[config.mk]
export PLATFORM = sky130hd
export DESIGN_NAME = apsp_seq
export DESIGN_NICKNAME = d
export VERILOG_FILES = /design/src/sv/apsp_pkg.sv /design/src/sv/apsp_seq.sv
export SDC_FILE = /design/constraint.sdc
export NUM_CORES = 1
export LEC_CHECK = 0
export BUFFER_PORTS_ARGS = -buffer_cell sky130_fd_sc_hd__buf_2
export CORE_UTILIZATION = 25
export DETAILED_ROUTE_END_ITERATION = 8
export PLACE_DENSITY_LB_ADDON = 0.08
export SYNTH_ARGS = -nofsm -noshare
export SYNTH_HDL_FRONTEND = slang
export SYNTH_SLANG_ARGS = --single-unit
[constraint.sdc]
create_clock -name clk -period 2.85 [get_ports clk]
set_clock_uncertainty 0.05 [all_clocks]
set_input_delay 0.285 -clock clk [delete_from_list [all_inputs] [get_ports clk]]
set_output_delay 0.285 -clock clk [all_outputs]
set_load 0.03 [all_outputs]
[src/sv/apsp_pkg.sv]
// Shared types and constants for the all-pairs shortest path block.
// Used by apsp_seq, apsp_relax_unit, apsp_dist_mem and all_pairs_shortest_path; no dependencies.
package apsp_pkg;

  localparam int DIST_W = 20;
  localparam logic [DIST_W-1:0] DIST_INF = 20'd1000000;

  typedef enum logic [1:0] {
    FUNC_WRITE = 2'd0,
    FUNC_RUN   = 2'd1,
    FUNC_READ  = 2'd2,
    FUNC_NOP   = 2'd3
  } func_t;

  typedef enum logic [2:0] {
    SEQ_IDLE,
    SEQ_IK,
    SEQ_IKL,
    SEQ_J,
    SEQ_DRAIN
  } seq_state_t;

  // Status from the sequencer to the datapath.
  typedef struct packed {
    logic busy;
    logic dik_load;
    logic relax_vld;
    logic run_done;
  } seq_ctl_t;

endpackage

[src/sv/apsp_seq.sv]
// Run sequencer: walks k, i and j, issues matrix reads and tracks the relax stage.
// Depends on apsp_pkg for the state and status types.
module apsp_seq #(
  parameter int MAX_NODES = 16,
  parameter int AW = $clog2(MAX_NODES * MAX_NODES),
  parameter int CW = $clog2(MAX_NODES + 1)
) (
  input  logic                clk,
  input  logic                rst_n,
  input  logic                run_go,
  input  logic [CW-1:0]       n_act,
  output apsp_pkg::seq_ctl_t  ctl,
  output logic [AW-1:0]       raddr_a,
  output logic [AW-1:0]       raddr_b,
  output logic [AW-1:0]       relax_addr
);
  import apsp_pkg::*;

  localparam int IW = $clog2(MAX_NODES);

  seq_state_t    state_r, state_nxt;
  logic [IW-1:0] k_r, k_nxt;
  logic [IW-1:0] i_r, i_nxt;
  logic [IW-1:0] j_r, j_nxt;
  logic          p_vld_r, p_vld_nxt;
  logic [AW-1:0] p_addr_r, p_addr_nxt;
  logic          j_last, i_last, k_last;

  function automatic logic [AW-1:0] cell_addr(input logic [IW-1:0] r, input logic [IW-1:0] c);
    cell_addr = AW'(32'(r) * MAX_NODES + 32'(c));
  endfunction

  assign j_last = (32'(j_r) == 32'(n_act) - 32'd1);
  assign i_last = (32'(i_r) == 32'(n_act) - 32'd1);
  assign k_last = (32'(k_r) == 32'(n_act) - 32'd1);

  always_ff @(posedge clk) begin
    if (!rst_n) begin
      state_r <= SEQ_IDLE;
      k_r     <= '0;
      i_r     <= '0;
      j_r     <= '0;
      p_vld_r <= 1'b0;
    end else begin
      state_r <= state_nxt;
      k_r     <= k_nxt;
      i_r     <= i_nxt;
      j_r     <= j_nxt;
      p_vld_r <= p_vld_nxt;
    end
  end

  always_ff @(posedge clk) begin
    p_addr_r <= p_addr_nxt;
  end

  always_comb begin
    state_nxt     = state_r;
    k_nxt         = k_r;
    i_nxt         = i_r;
    j_nxt         = j_r;
    p_vld_nxt     = 1'b0;
    p_addr_nxt    = p_addr_r;
    raddr_a       = cell_addr(i_r, k_r);
    raddr_b       = cell_addr(k_r, j_r);
    ctl.busy      = 1'b1;
    ctl.dik_load  = 1'b0;
    ctl.relax_vld = p_vld_r;
    ctl.run_done  = 1'b0;
    case (state_r)
      SEQ_IDLE: begin
        ctl.busy = 1'b0;
        if (run_go) begin
          k_nxt     = '0;
          i_nxt     = '0;
          j_nxt     = '0;
          state_nxt = SEQ_IK;
        end
      end
      SEQ_IK: begin
        state_nxt = SEQ_IKL;
      end
      SEQ_IKL: begin
        ctl.dik_load = 1'b1;
        state_nxt    = SEQ_J;
      end
      SEQ_J: begin
        raddr_a    = cell_addr(i_r, j_r);
        p_vld_nxt  = 1'b1;
        p_addr_nxt = cell_addr(i_r, j_r);
        if (j_last) begin
          j_nxt = '0;
          if (i_last) begin
            i_nxt = '0;
            if (k_last) begin
              state_nxt = SEQ_DRAIN;
            end else begin
              k_nxt     = k_r + IW'(1);
              state_nxt = SEQ_IK;
            end
          end else begin
            i_nxt     = i_r + IW'(1);
            state_nxt = SEQ_IK;
          end
        end else begin
          j_nxt = j_r + IW'(1);
        end
      end
      SEQ_DRAIN: begin
        ctl.run_done = 1'b1;
        state_nxt    = SEQ_IDLE;
      end
      default: begin
        state_nxt = SEQ_IDLE;
      end
    endcase
  end

  assign relax_addr = p_addr_r;

endmodule
==> summary.md <==
| Metric | Value |
|---|---|
| EDFF count, synth | `8` |
| Largest net degree at the start of global routing | `18` |
| Routed via count | `about 1.1k` |
| Via count of the first global-routing pass | `between 1k and 1.5k` |
| Die area | `about 0.006 mm^2` |
| Largest cells by area after synthesis | `dfxtp_1, edfxtp_1, nand2_1` |
| Die X | `a little under 80 um` |
| Worst EP arrival | `around 2500 ps` |
| Comb power frac | `about 28%` |
| Clk pwr share | `between 20% and 30%` |
| Slew @ Worst Pin | `between 400 and 500 ps` |
| Synth unique cells | `39` |
| Critical Path RT | `2950 ps` |
| Setup TNS | `0 ps` |
| Most frequent cell after synthesis | `nand2_1` |
| Hold path startpoint | `rst_n` |
| Worst Hold End | `j_r[0]` |
| Post-synth top area share | `roughly 22%` |
| Sequential area share after synthesis | `roughly two fifths` |
| Avg Vias per Cell | `around 4.5` |
| Clock buffer depth | `2` |
| Total global routing overflow | `0` |
| Boundary Pins | `36` |
| R2r setup slk | `670 ps` |
| Yosys reg bits | `24` |
| Critical Path Max Stage Delay | `~570 ps` |
| Tcrit/Tclk final | `a little over four fifths` |
| Switching part of the total | `33.8%` |
| Sequential power share | `a little under half` |
| Clock transition at path regs | `around 80 ps` |
| Peak supply drop | `between 0.2 and 0.25 mV` |
| Critical R2R Capture | `i_r[3]` |
| Initial Utilization | `between 20% and 30%` |
| Post-route ant nets | `0` |
| Post-CTS Hold Fix Bufs | `0` |
| Final WS setup | `roughly 460 ps` |
| Final Cell Area | `around 0.0017 mm^2` |
| Worst skew pair latency | `260 ps` |
| Top cells by count, synth | `nand2_1, dfxtp_1, xnor2_1` |
| Synthesized cell area | `approximately 0.0014 mm^2` |
| Maxcap violations | `0` |
| Pint | `between 500 and 600 uW` |
| # H-tree levels | `1` |
| Routability cong. | `about 0.73` |
| HP Class | `input port to register` |
| Crit path time final | `roughly 2400 ps` |
| Clock sinks | `24` |
| Final nets | `about 190` |
| Critical-path top delay cell | `or4_4` |
| Clk root buf | `clkbuf_8` |
| Post-synth ARST share | `0%` |
| # DRC | `0` |
| Drt first pass iters | `4` |
| Area growth, synth to finish | `18.9%` |
| Synth area leader | `dfxtp_1` |
| Post-Syn Nets | `around 160` |
| Worst r2r src | `state_r[1]` |
| First-pass GRT wire length | `5360 um` |
| Rel. slew slack | `~72%` |
| LEAKAGE | `0.000718 uW` |
| CP Max Fanout | `6` |
| Final-layout fill cell count | `between 500 and 600` |
| GR Util All Layers | `11.4%` |
| Final Util | `a little over 30%` |
| Die Height | `around 78 um` |
| Core area | `0.00551 mm^2` |
| Worst r2r path cells | `6` |
| RSZ-0062 raised after global routing | `false` |
| Pre-CTS WS | `~170 ps` |
| Row count | `27` |
| First-iteration detailed-routing DRC count | `23` |
| Max Fclk | `419 MHz` |
| Setup-failing EPs final | `0` |
| Syn avg cell area | `9.72 um^2` |
| CP endpoint kind | `register` |
| HPWL Detailed | `roughly 2500 um` |
| Post-Synthesis Cells | `147` |
| N_diodes | `0` |
| I/O Buffers | `35` |
| PwrDens | `490 mW/mm^2` |
| Cell Chain, Critical Path | `buf_2 > inv_1 > ha_1 > o311a_4 > or4_4 > or4_1 > a21oi_1 > nor4b_1` |
| Num CTS Buffers | `3` |
| Hold path depth | `3` |
| Worst Path Class, Setup | `input port to register` |
| Crit path launch type | `input port` |
| TritonCTS clock tree | `built` |
| Min Hold Slack | `about 320 ps` |
| Ys flop type | `dfxtp_1` |
| Post-CTS setup buffer count | `0` |
| Status | `complete, no violations` |
| P_sw | `roughly 280 uW` |
| Synthesis warning total | `0` |
| Final hold vios | `0` |
| Initial antenna violation count | `0` |
| Final WL | `roughly 3300 um` |
| Layout cells sized above 1 | `about 28%` |
| CTS-repair resized insts | `0` |
| Wire per inst | `around 13 um` |
| Placed cell areas | `about 0.0017 mm^2` |
| Fin. max-slew vios | `0` |
==> metal layers <==
metal,wire [um],track usage (%)
met5,0,0
met4,23,2.83
met3,110,2.59
met2,1670,19.6
met1,1500,14.5
==> stage by stage <==
step,total power (uW),cells
2_1_floorplan,588,147
3_3_place_gp,641,249
3_5_place_dp,642,249
4_1_cts,844,253
5_1_grt,882,253
6_report,833,253
==> state kept, by name, summed over array words and instances (netlist names) <==
signal      count
state_r         3
k_r             4
j_r             4
relax_addr      8
p_vld_r         1
i_r             4
==> critical path, delay by kind of cell <==
| kind | cells | cell delay (ps) |
|---|---|---|
| AO/OA/AOI/OAI | 2 | 600 |
| adder cells (fa/ha/maj) | 1 | 270 |
| buffers and inverters | 2 | 240 |
| AND/OR/NAND/NOR | 3 | 1100 |
==> placed cells by master (no fill, tap or decap), types with 5 or more instances in the layout <==
master,count
a21oi_1,7
buf_2,35
dfxtp_1,16
nand2_1,25
or3_1,5
xnor2_1,10
xor2_1,6
edfxtp_1,8
inv_1,7
o21ai_0,7
==> worst max path at each step <==
| stage | from | endpoint | slack, ps | depth (start not counted) |
|---|---|---|---|---|
| floorplan | n_act[0] | state_r[0] | 410 | 8 |
| global placement | n_act[0] | state_r[0] | 200 | 8 |
| detailed placement | n_act[0] | state_r[0] | 170 | 8 |
| CTS | n_act[0] | state_r[0] | 450 | 8 |
| global route | n_act[0] | i_r[3] | 320 | 9 |
| finish | n_act[0] | state_r[0] | 460 | 8 |
==> power groups by stage <==
| stage | Combinational, uW | Clock [uW] | Sequential [uW] |
|---|---|---|---|
| floorplan | 179 | 0 | 409 |
| global placement | 238 | 0 | 403 |
| detailed placement | 239 | 0 | 403 |
| CTS | 240 | 209 | 396 |
| global route | 259 | 224 | 399 |
| finish | 236 | 201 | 396 |
==> cell families (layout without fill, tap and decap cells) <==
| family | count (synthesis) | in the layout | synth area share (%) |
|---|---|---|---|
| compound gates | 25 | 25 | 14.5 |
| xor+xnor | 17 | 17 | 11.4 |
| fa+ha+maj | 4 | 4 | 3.50 |
| buf+inv | 15 | 49 | 6.83 |
| flops | 24 | 24 | 39.2 |
| mux | 1 | 1 | 0.701 |
| simple gates | 61 | 61 | 23.8 |
==> area by class of cell <==
cell class	instances	area [um^2]	share of cell area (%)
clock buffers	3	41.3	2.43
inverters	8	42.5	2.50
multi-input cells	108	771	45.4
clock inverters	1	3.75	0.221
flip-flops and latches	24	561	33.0
well taps	72	90.1	5.30
repair buffers	37	190	11.2
Note: power is estimated with default switching activity, not from simulation.
