--- src/sv/apsp_pkg.sv ---
// Shared types and constants for the all-pairs shortest path block.
// Used by apsp_seq, apsp_relax_unit, apsp_dist_mem and all_pairs_shortest_path; no dependencies.
package apsp_pkg;

  localparam int DIST_W = 20;
  localparam logic [DIST_W-1:0] DIST_INF = 20'd1000000;

  typedef enum logic [1:0] {
    FUNC_WRITE = 2'd0,
    FUNC_RUN   = 2'd1,
    FUNC_READ  = 2'd2,
    FUNC_NOP   = 2'd3
  } func_t;

  typedef enum logic [2:0] {
    SEQ_IDLE,
    SEQ_IK,
    SEQ_IKL,
    SEQ_J,
    SEQ_DRAIN
  } seq_state_t;

  // Status from the sequencer to the datapath.
  typedef struct packed {
    logic busy;
    logic dik_load;
    logic relax_vld;
    logic run_done;
  } seq_ctl_t;

endpackage

--- src/sv/apsp_relax_unit.sv ---
// Shared add-and-compare unit: holds d[i][k] and relaxes one entry per cycle.
// Depends on apsp_pkg for the entry width.
module apsp_relax_unit (
  input  logic                        clk,
  input  logic                        dik_load,
  input  logic                        vld,
  input  logic [apsp_pkg::DIST_W-1:0] dij,
  input  logic [apsp_pkg::DIST_W-1:0] dkj,
  output logic                        we,
  output logic [apsp_pkg::DIST_W-1:0] wdata
);
  import apsp_pkg::*;

  logic [DIST_W-1:0] dik_r;
  logic [DIST_W:0]   via;

  always_ff @(posedge clk) begin
    if (dik_load) begin
      dik_r <= dij;
    end
  end

  // Stored distances never exceed infinity, so the sum fits in one extra bit.
  assign via   = {1'b0, dik_r} + {1'b0, dkj};
  assign we    = vld && (via < {1'b0, dij});
  assign wdata = via[DIST_W-1:0];

endmodule

--- config.mk ---
export PLATFORM = sky130hd
export DESIGN_NAME = apsp_relax_unit
export DESIGN_NICKNAME = d
export VERILOG_FILES = /design/src/sv/apsp_pkg.sv /design/src/sv/apsp_relax_unit.sv
export SDC_FILE = /design/constraint.sdc
export NUM_CORES = 1
export LEC_CHECK = 0
export ABC_AREA = 1
export BUFFER_PORTS_ARGS = -buffer_cell sky130_fd_sc_hd__clkbuf_2
export CORE_MARGIN = 5
export CORE_UTILIZATION = 51
export DETAILED_ROUTE_END_ITERATION = 16
export HOLD_SLACK_MARGIN = 0.06
export PLACE_DENSITY = 0.85
export RECOVER_POWER = 50
export SETUP_SLACK_MARGIN = 0.05
export SYNTH_ARGS = -nofsm -noshare
export SYNTH_HDL_FRONTEND = slang
export SYNTH_SLANG_ARGS = --single-unit
--- constraint.sdc ---
create_clock -name clk -period 3.3 [get_ports clk]
set_input_delay 0.495 -clock clk [delete_from_list [all_inputs] [get_ports clk]]
set_output_delay 0.495 -clock clk [all_outputs]
set_load 0.01 [all_outputs]
==> flow_summary.toml, run 1 <==
[worst_setup_path]
worstPathRequired_ns = 2.80
arrival_ns = 3.08
path_max_fanout = 3
worstPathCellList = "ha_4 > fa_2 > nand3_2 > nand2_4 > a21oi_4 > o21ai_2 > xor2_1 > ha_1 > nand2_1 > inv_1 > nand2_1 > a21oi_1 > nor2_1 > nand2_1 > a21oi_2 > nor2_1 > nor2_2 > buf_2"
start_kind = "flip-flop"
crit_top_cell = "nand2_1"
critPathMaxStageDelay_ns = 0.43
crit_type = "flip-flop to primary output"
path_delay_family = "adder cells"
cp_slowest_cell = "edfxtp_1"
cp-end-kind = "primary output"
path_buf_inv = 2

[detailed_routing]
routed_via_density = 5.16
routed_wl_mm = 6.32
antenna_left = 0
drt-wirelength-per-cell_microns = 13.5
dr.pass1.iters = 4
vias = 2421
remaining_drc_errors = 0
drt_iter0_drc = 156

[timing]
slew_violations = 0
fin_crit_ns = 3.58
fin_ws_ns = -0.277
setup_violations = 1
hold_violations = 0
fin_crit_sh_pct = 108
maxSlewHeadroom_pct = 20.3
max_freq_mhz = 280
rsz0062_at_grt = "true"
worst_pin_slew_ns = 1.20

[synthesis]
synth_top_area_share_pct = 26.5
yosys_most_used_dff = "edfxtp_1"
synth.cell_area_sq_um = 2270
synth_cell_type_count = 24
synth_edf_count = 20
synth_seq_cells = 20
synth_common_cells = "78 x nand2_1, 59 x inv_1, 39 x ha_1, 27 x a21oi_1, 24 x nor2_1"
synthTopCellsByArea = "edfxtp_1 26%, ha_1 22%, nand2_1 13%"
yosys_warnings = 0
postSynthNetCount = 392
yosysMostFrequentCell = "nand2_1"
syn_inst = 309
synth_area_per_cell_sq_um = 7.34
ys_seq_area_share_pct = 26.5
ys_async_sr_fraction_pct = 0
synth_top_cell_by_area = "edfxtp_1"

[final_layout]
diodes = 0
largestRegisters = "dik_r (20)"
synthToLayoutAreaGrowth_pct = 36.1
instances_no_fill = 469
nets = 501
top_register = "dik_r"
largest_reg_flops = 20
nFillCells = 340
final_layout_size_suffix_gt1_share_pct = 27.3

[grt]
grt_remaining_overflow = 0
first_global_vias = 2424
grt_max_degree = 21
grt_pass1_wl_mm = 10.2
antenna_found_initial = 0
grt.total_usage_pct = 20.6

[clocking]
cts_buffer_depth = 2
h-tree-depth = 1
path_clk_slew_ns = 0.09
root_buffer = "clkbuf_8"
cts_tree = "yes"
ctsHoldBuffers = 0
cts_sinks = 20
numCtsBuffers = 3

[floorplan]
core_area_sq_um = 4320
initial_utilization_pct = 52.5
boundaryPins = 64
dieArea_sq_um = 5880
fp-row-count = 24
dieHeight_microns = 76.7
die_w_microns = 76.7

[run]
maxCapViolCount = 0

[run_status]
violations = "negative setup slack"
status = "finished with violations"

[power_and_ir_drop]
p_leak_nw = 1.70
ir_drop_mv = 0.238
power_density_nw_per_um2 = 403

[placed_design]
place_inst = 460
dp_slack_ns = -0.221
dp_hpwl_mm = 4.99
place.gp.congestion = 0.926
port-buffer-count = 63

[worst_hold_path]
min_path_type = "primary input to flip-flop"
[area by class of cell]
class                           count  area (sq um)  area share, %
Multi-Input combinational cell    230          1560           50.4
Sequential cell                    20           601           19.4
Timing Repair Buffer              104           601           19.4
Inverter                           59           221           7.17
Tap cell                           52          65.1           2.11
Clock buffer                        3          41.3           1.34
Clock inverter                      1          3.75          0.122
[through the flow]
step	power (mW)	instance area (sq um)	hold slack (ns)	util, %	TNS, ns
after global routing	1.35	3090	0.406	71.4	-0.443
after global placement	0.981	2940	0.687	68.0	-0.167
after detailed placement	1.00	2940	0.689	68.0	-0.221
after floorplan	0.714	2290	0.594	-	0
final	1.24	3090	0.415	71.4	-0.277
after CTS	1.22	3070	0.409	70.9	-0.188
[cells in the final DEF (no fill, tap or decap)]
cell | Yosys | final
o21bai_1 | 3 | 3
inv_1 | 59 | 59
buf_4 | 0 | 41
nand2_1 | 78 | 77
fa_2 | 0 | 1
nor2_1 | 24 | 23
nor4_1 | 1 | 1
ha_4 | 0 | 4
nand2_2 | 1 | 1
nand4_1 | 2 | 2
clkinv_1 | 0 | 1
edfxtp_1 | 20 | 20
a21o_1 | 2 | 2
o21ai_1 | 2 | 4
clkbuf_2 | 0 | 44
buf_2 | 0 | 1
nand3_1 | 18 | 17
xor2_2 | 0 | 1
nor2_2 | 0 | 1
o21ai_0 | 6 | 3
o2111ai_1 | 1 | 1
nand2b_2 | 1 | 1
a21oi_4 | 0 | 1
nor3_1 | 1 | 1
nand3_2 | 2 | 3
xor2_1 | 12 | 11
xnor2_1 | 4 | 4
clkbuf_1 | 0 | 18
clkbuf_8 | 0 | 3
nand2_4 | 0 | 1
o21ai_2 | 2 | 3
a21oi_2 | 2 | 7
ha_1 | 39 | 35
nor3_2 | 1 | 1
a21oi_1 | 27 | 21
[per-layer routing]
layer  wire length [microns]  global-route usage (%)  share of wire (%)  up-vias
li1                        -                       -                  -     1230
met4                      53                    4.90               0.84        0
met5                       0                       0                  0        -
met2                    3230                    38.7                 51       68
met1                    2680                    23.6                 42     1116
met3                     355                    3.98                5.6        7
[power by group]
| part | internal, mW | switching [mW] | leakage [nW] |
|---|---|---|---|
| Sequential | 0.302 | 0.00810 | 0.196 |
| Clock | 0.0834 | 0.0954 | 0.0231 |
| Combinational | 0.347 | 0.408 | 1.49 |
[path summary, 6_finish.rpt]
| kind | startpoint | cells past startpoint | end | slack (ns) |
|---|---|---|---|---|
| worst max-delay path | dik_r[0]$_DFFE_PP_ | 18 | we | -0.28 |
| worst min-delay path | dij[19] | 1 | dik_r[19]$_DFFE_PP_ | 0.42 |
[kinds of logic (layout without fill, tap and decap cells)]
logic type               Yosys count  count (layout)  synth area share [%]
AND/OR/NAND/NOR                  129             129                  23.9
buffers and inverters             59             167                  9.76
AO/OA/AOI/OAI                     45              45                  11.3
adder cells (fa/ha/maj)           40              40                  22.4
flip-flops                        20              20                  26.5
XOR/XNOR                          16              16                  6.18
[what timing repair did]
item	4_1_cts	5_1_grt
resized for setup	10	6
buffers inserted	4	1
pin swaps	16	5
endpoints found under the setup margin	1	1
Note: power is estimated with default switching activity, not from simulation.
==> run 2, diff against run 1 <==
--- a/config.mk
+++ b/config.mk
@@ -12,7 +12,6 @@
 export DETAILED_ROUTE_END_ITERATION = 16
 export HOLD_SLACK_MARGIN = 0.06
 export PLACE_DENSITY = 0.85
-export RECOVER_POWER = 50
 export SETUP_SLACK_MARGIN = 0.05
 export SYNTH_ARGS = -nofsm -noshare
 export SYNTH_HDL_FRONTEND = slang
==> run 2 against run 1 <==
Effect of this change:
- the run still ends with negative setup slack left
- global-route usage stayed put
- first-iteration DRC count decreased by 9.6%
- power grew 0.39%
- sequential cell count stayed put
- maximum frequency shrank 0.15%
- highest routed layer unchanged
- via count barely moved
- largest power group unchanged
- final cell count is the same
- hold slack lost 0.0067 ns
==> flow_summary.toml, run 2 (synthesized netlist as in run 1, its figures left out) <==
[run_status]
status = "finished with violations"
violations = "negative setup slack"

[worst_setup_path]
path_max_fanout = 3
worstPathRequired_ns = 2.80
arrival_ns = 3.09
crit_start = "dik_r[0]$_DFFE_PP_"
crit_type = "flip-flop to primary output"
cp-end-kind = "primary output"
critPathMaxStageDelay_ns = 0.43
path_delay_family = "adder cells"
cp_slowest_cell = "edfxtp_1"
worstPathCellList = "ha_4 > fa_2 > nand3_2 > nand2_4 > a21oi_4 > o21ai_2 > xor2_1 > ha_1 > nand2_1 > inv_1 > nand3_1 > nor2_1 > nand2_1 > nand2_1 > a21oi_2 > nor2_1 > nor2_2 > buf_2"
path_buf_inv = 2
path_depth = 18
start_kind = "flip-flop"
crit_top_cell = "nand2_1"

[final_layout]
final_common_cell = "nand2_1"
most-common-layout-cells = "77 x nand2_1, 62 x clkbuf_2, 59 x inv_1"
top_register = "dik_r"
synthToLayoutAreaGrowth_pct = 37.1
nets = 501
nFillCells = 334
largest_reg_flops = 20
instances_no_fill = 469
diodes = 0
largestRegisters = "dik_r (20)"
utilization_pct = 71.9
final_layout_size_suffix_gt1_share_pct = 31.7

[timing]
rsz0062_at_grt = "true"
fin_crit_sh_pct = 109
maxSlewHeadroom_pct = 62.2
max_freq_mhz = 279
setup_violations = 1
hold_violations = 0
worst_pin_slew_ns = 0.567
fin_crit_ns = 3.58
slew_violations = 0
fin_ws_ns = -0.283

[placed_design]
place_inst = 460
place.gp.congestion = 0.926
port-buffer-count = 63
dp_hpwl_mm = 4.99

[grt]
grt_max_degree = 21
first_global_vias = 2424
grt.total_usage_pct = 20.6
grt_pass1_wl_mm = 10.2
grt_remaining_overflow = 0
antenna_found_initial = 0

[clocking]
numCtsBuffers = 3
h-tree-depth = 1
ctsHoldBuffers = 0
cts_tree = "yes"
path_clk_slew_ns = 0.09
cts_buffer_depth = 2
cts_sinks = 20
root_buffer = "clkbuf_8"

[power_and_ir_drop]
p_leak_nw = 1.76
power_density_nw_per_um2 = 401
ir_drop_mv = 0.239
total_power_mw = 1.25

[floorplan]
core_area_sq_um = 4320
fp-row-count = 24
dieHeight_microns = 76.7
die_w_microns = 76.7
initial_utilization_pct = 52.5
boundaryPins = 64
dieArea_sq_um = 5880

[run]
maxCapViolCount = 0

[detailed_routing]
drt-wirelength-per-cell_microns = 13.5
antenna_left = 0
dr.pass1.iters = 4
routed_via_density = 5.17
drt_iter0_drc = 141
vias = 2423
routed_wl_mm = 6.31
remaining_drc_errors = 0

[worst_hold_path]
min_path_cells = 1
min_path_type = "primary input to flip-flop"
min_from = "dij[1]"
## run 2: final timing paths
path | to
hold / removal | dik_r[1]$_DFFE_PP_
setup / recovery | we
## run 2: cell type report
| cell class | count | area (sq um) | share of cell area (%) |
|---|---|---|---|
| clock buffer | 3 | 41.3 | 1.33 |
| sequential | 20 | 601 | 19.3 |
| tap | 52 | 65.1 | 2.09 |
| clock inverter | 1 | 3.75 | 0.121 |
| inverter | 59 | 221 | 7.12 |
| timing repair buffer | 104 | 623 | 20.0 |
| multi-input combinational | 230 | 1560 | 50.0 |
## run 2: metal layers
layer / wire [microns] / share of wire, % / GRT usage, %
met4: 63 / 1.0 / 4.90
met1: 2630 / 42 / 23.6
met2: 3210 / 51 / 38.7
met3: 404 / 6.4 / 3.98
met5: 0 / 0 / 0
## run 2: report_power, final
part | switching [mW] | internal, mW | total (mW)
registers | 0.00807 | 0.302 | 0.310
logic | 0.408 | 0.350 | 0.758
clock network | 0.0977 | 0.0834 | 0.181
total | 0.514 | 0.735 | 1.25
## run 2: per-stage QoR
stage	setup WS [ns]	hold slack (ns)	instance area, sq um	TNS (ns)
6_report	-0.283	0.409	3110	-0.283
5_1_grt	-0.443	0.406	3110	-0.443
4_1_cts	-0.188	0.409	3070	-0.188
3_5_place_dp	-0.221	0.689	2940	-0.221
3_3_place_gp	-0.167	0.687	2940	-0.167
2_1_floorplan	0.0604	0.594	2290	0
## run 2: repair_timing
item / CTS / global route
endpoints found under the setup margin: 1 / 1
gates resized for setup: 10 / 6
setup buffers: 4 / 1
pin swaps: 16 / 5
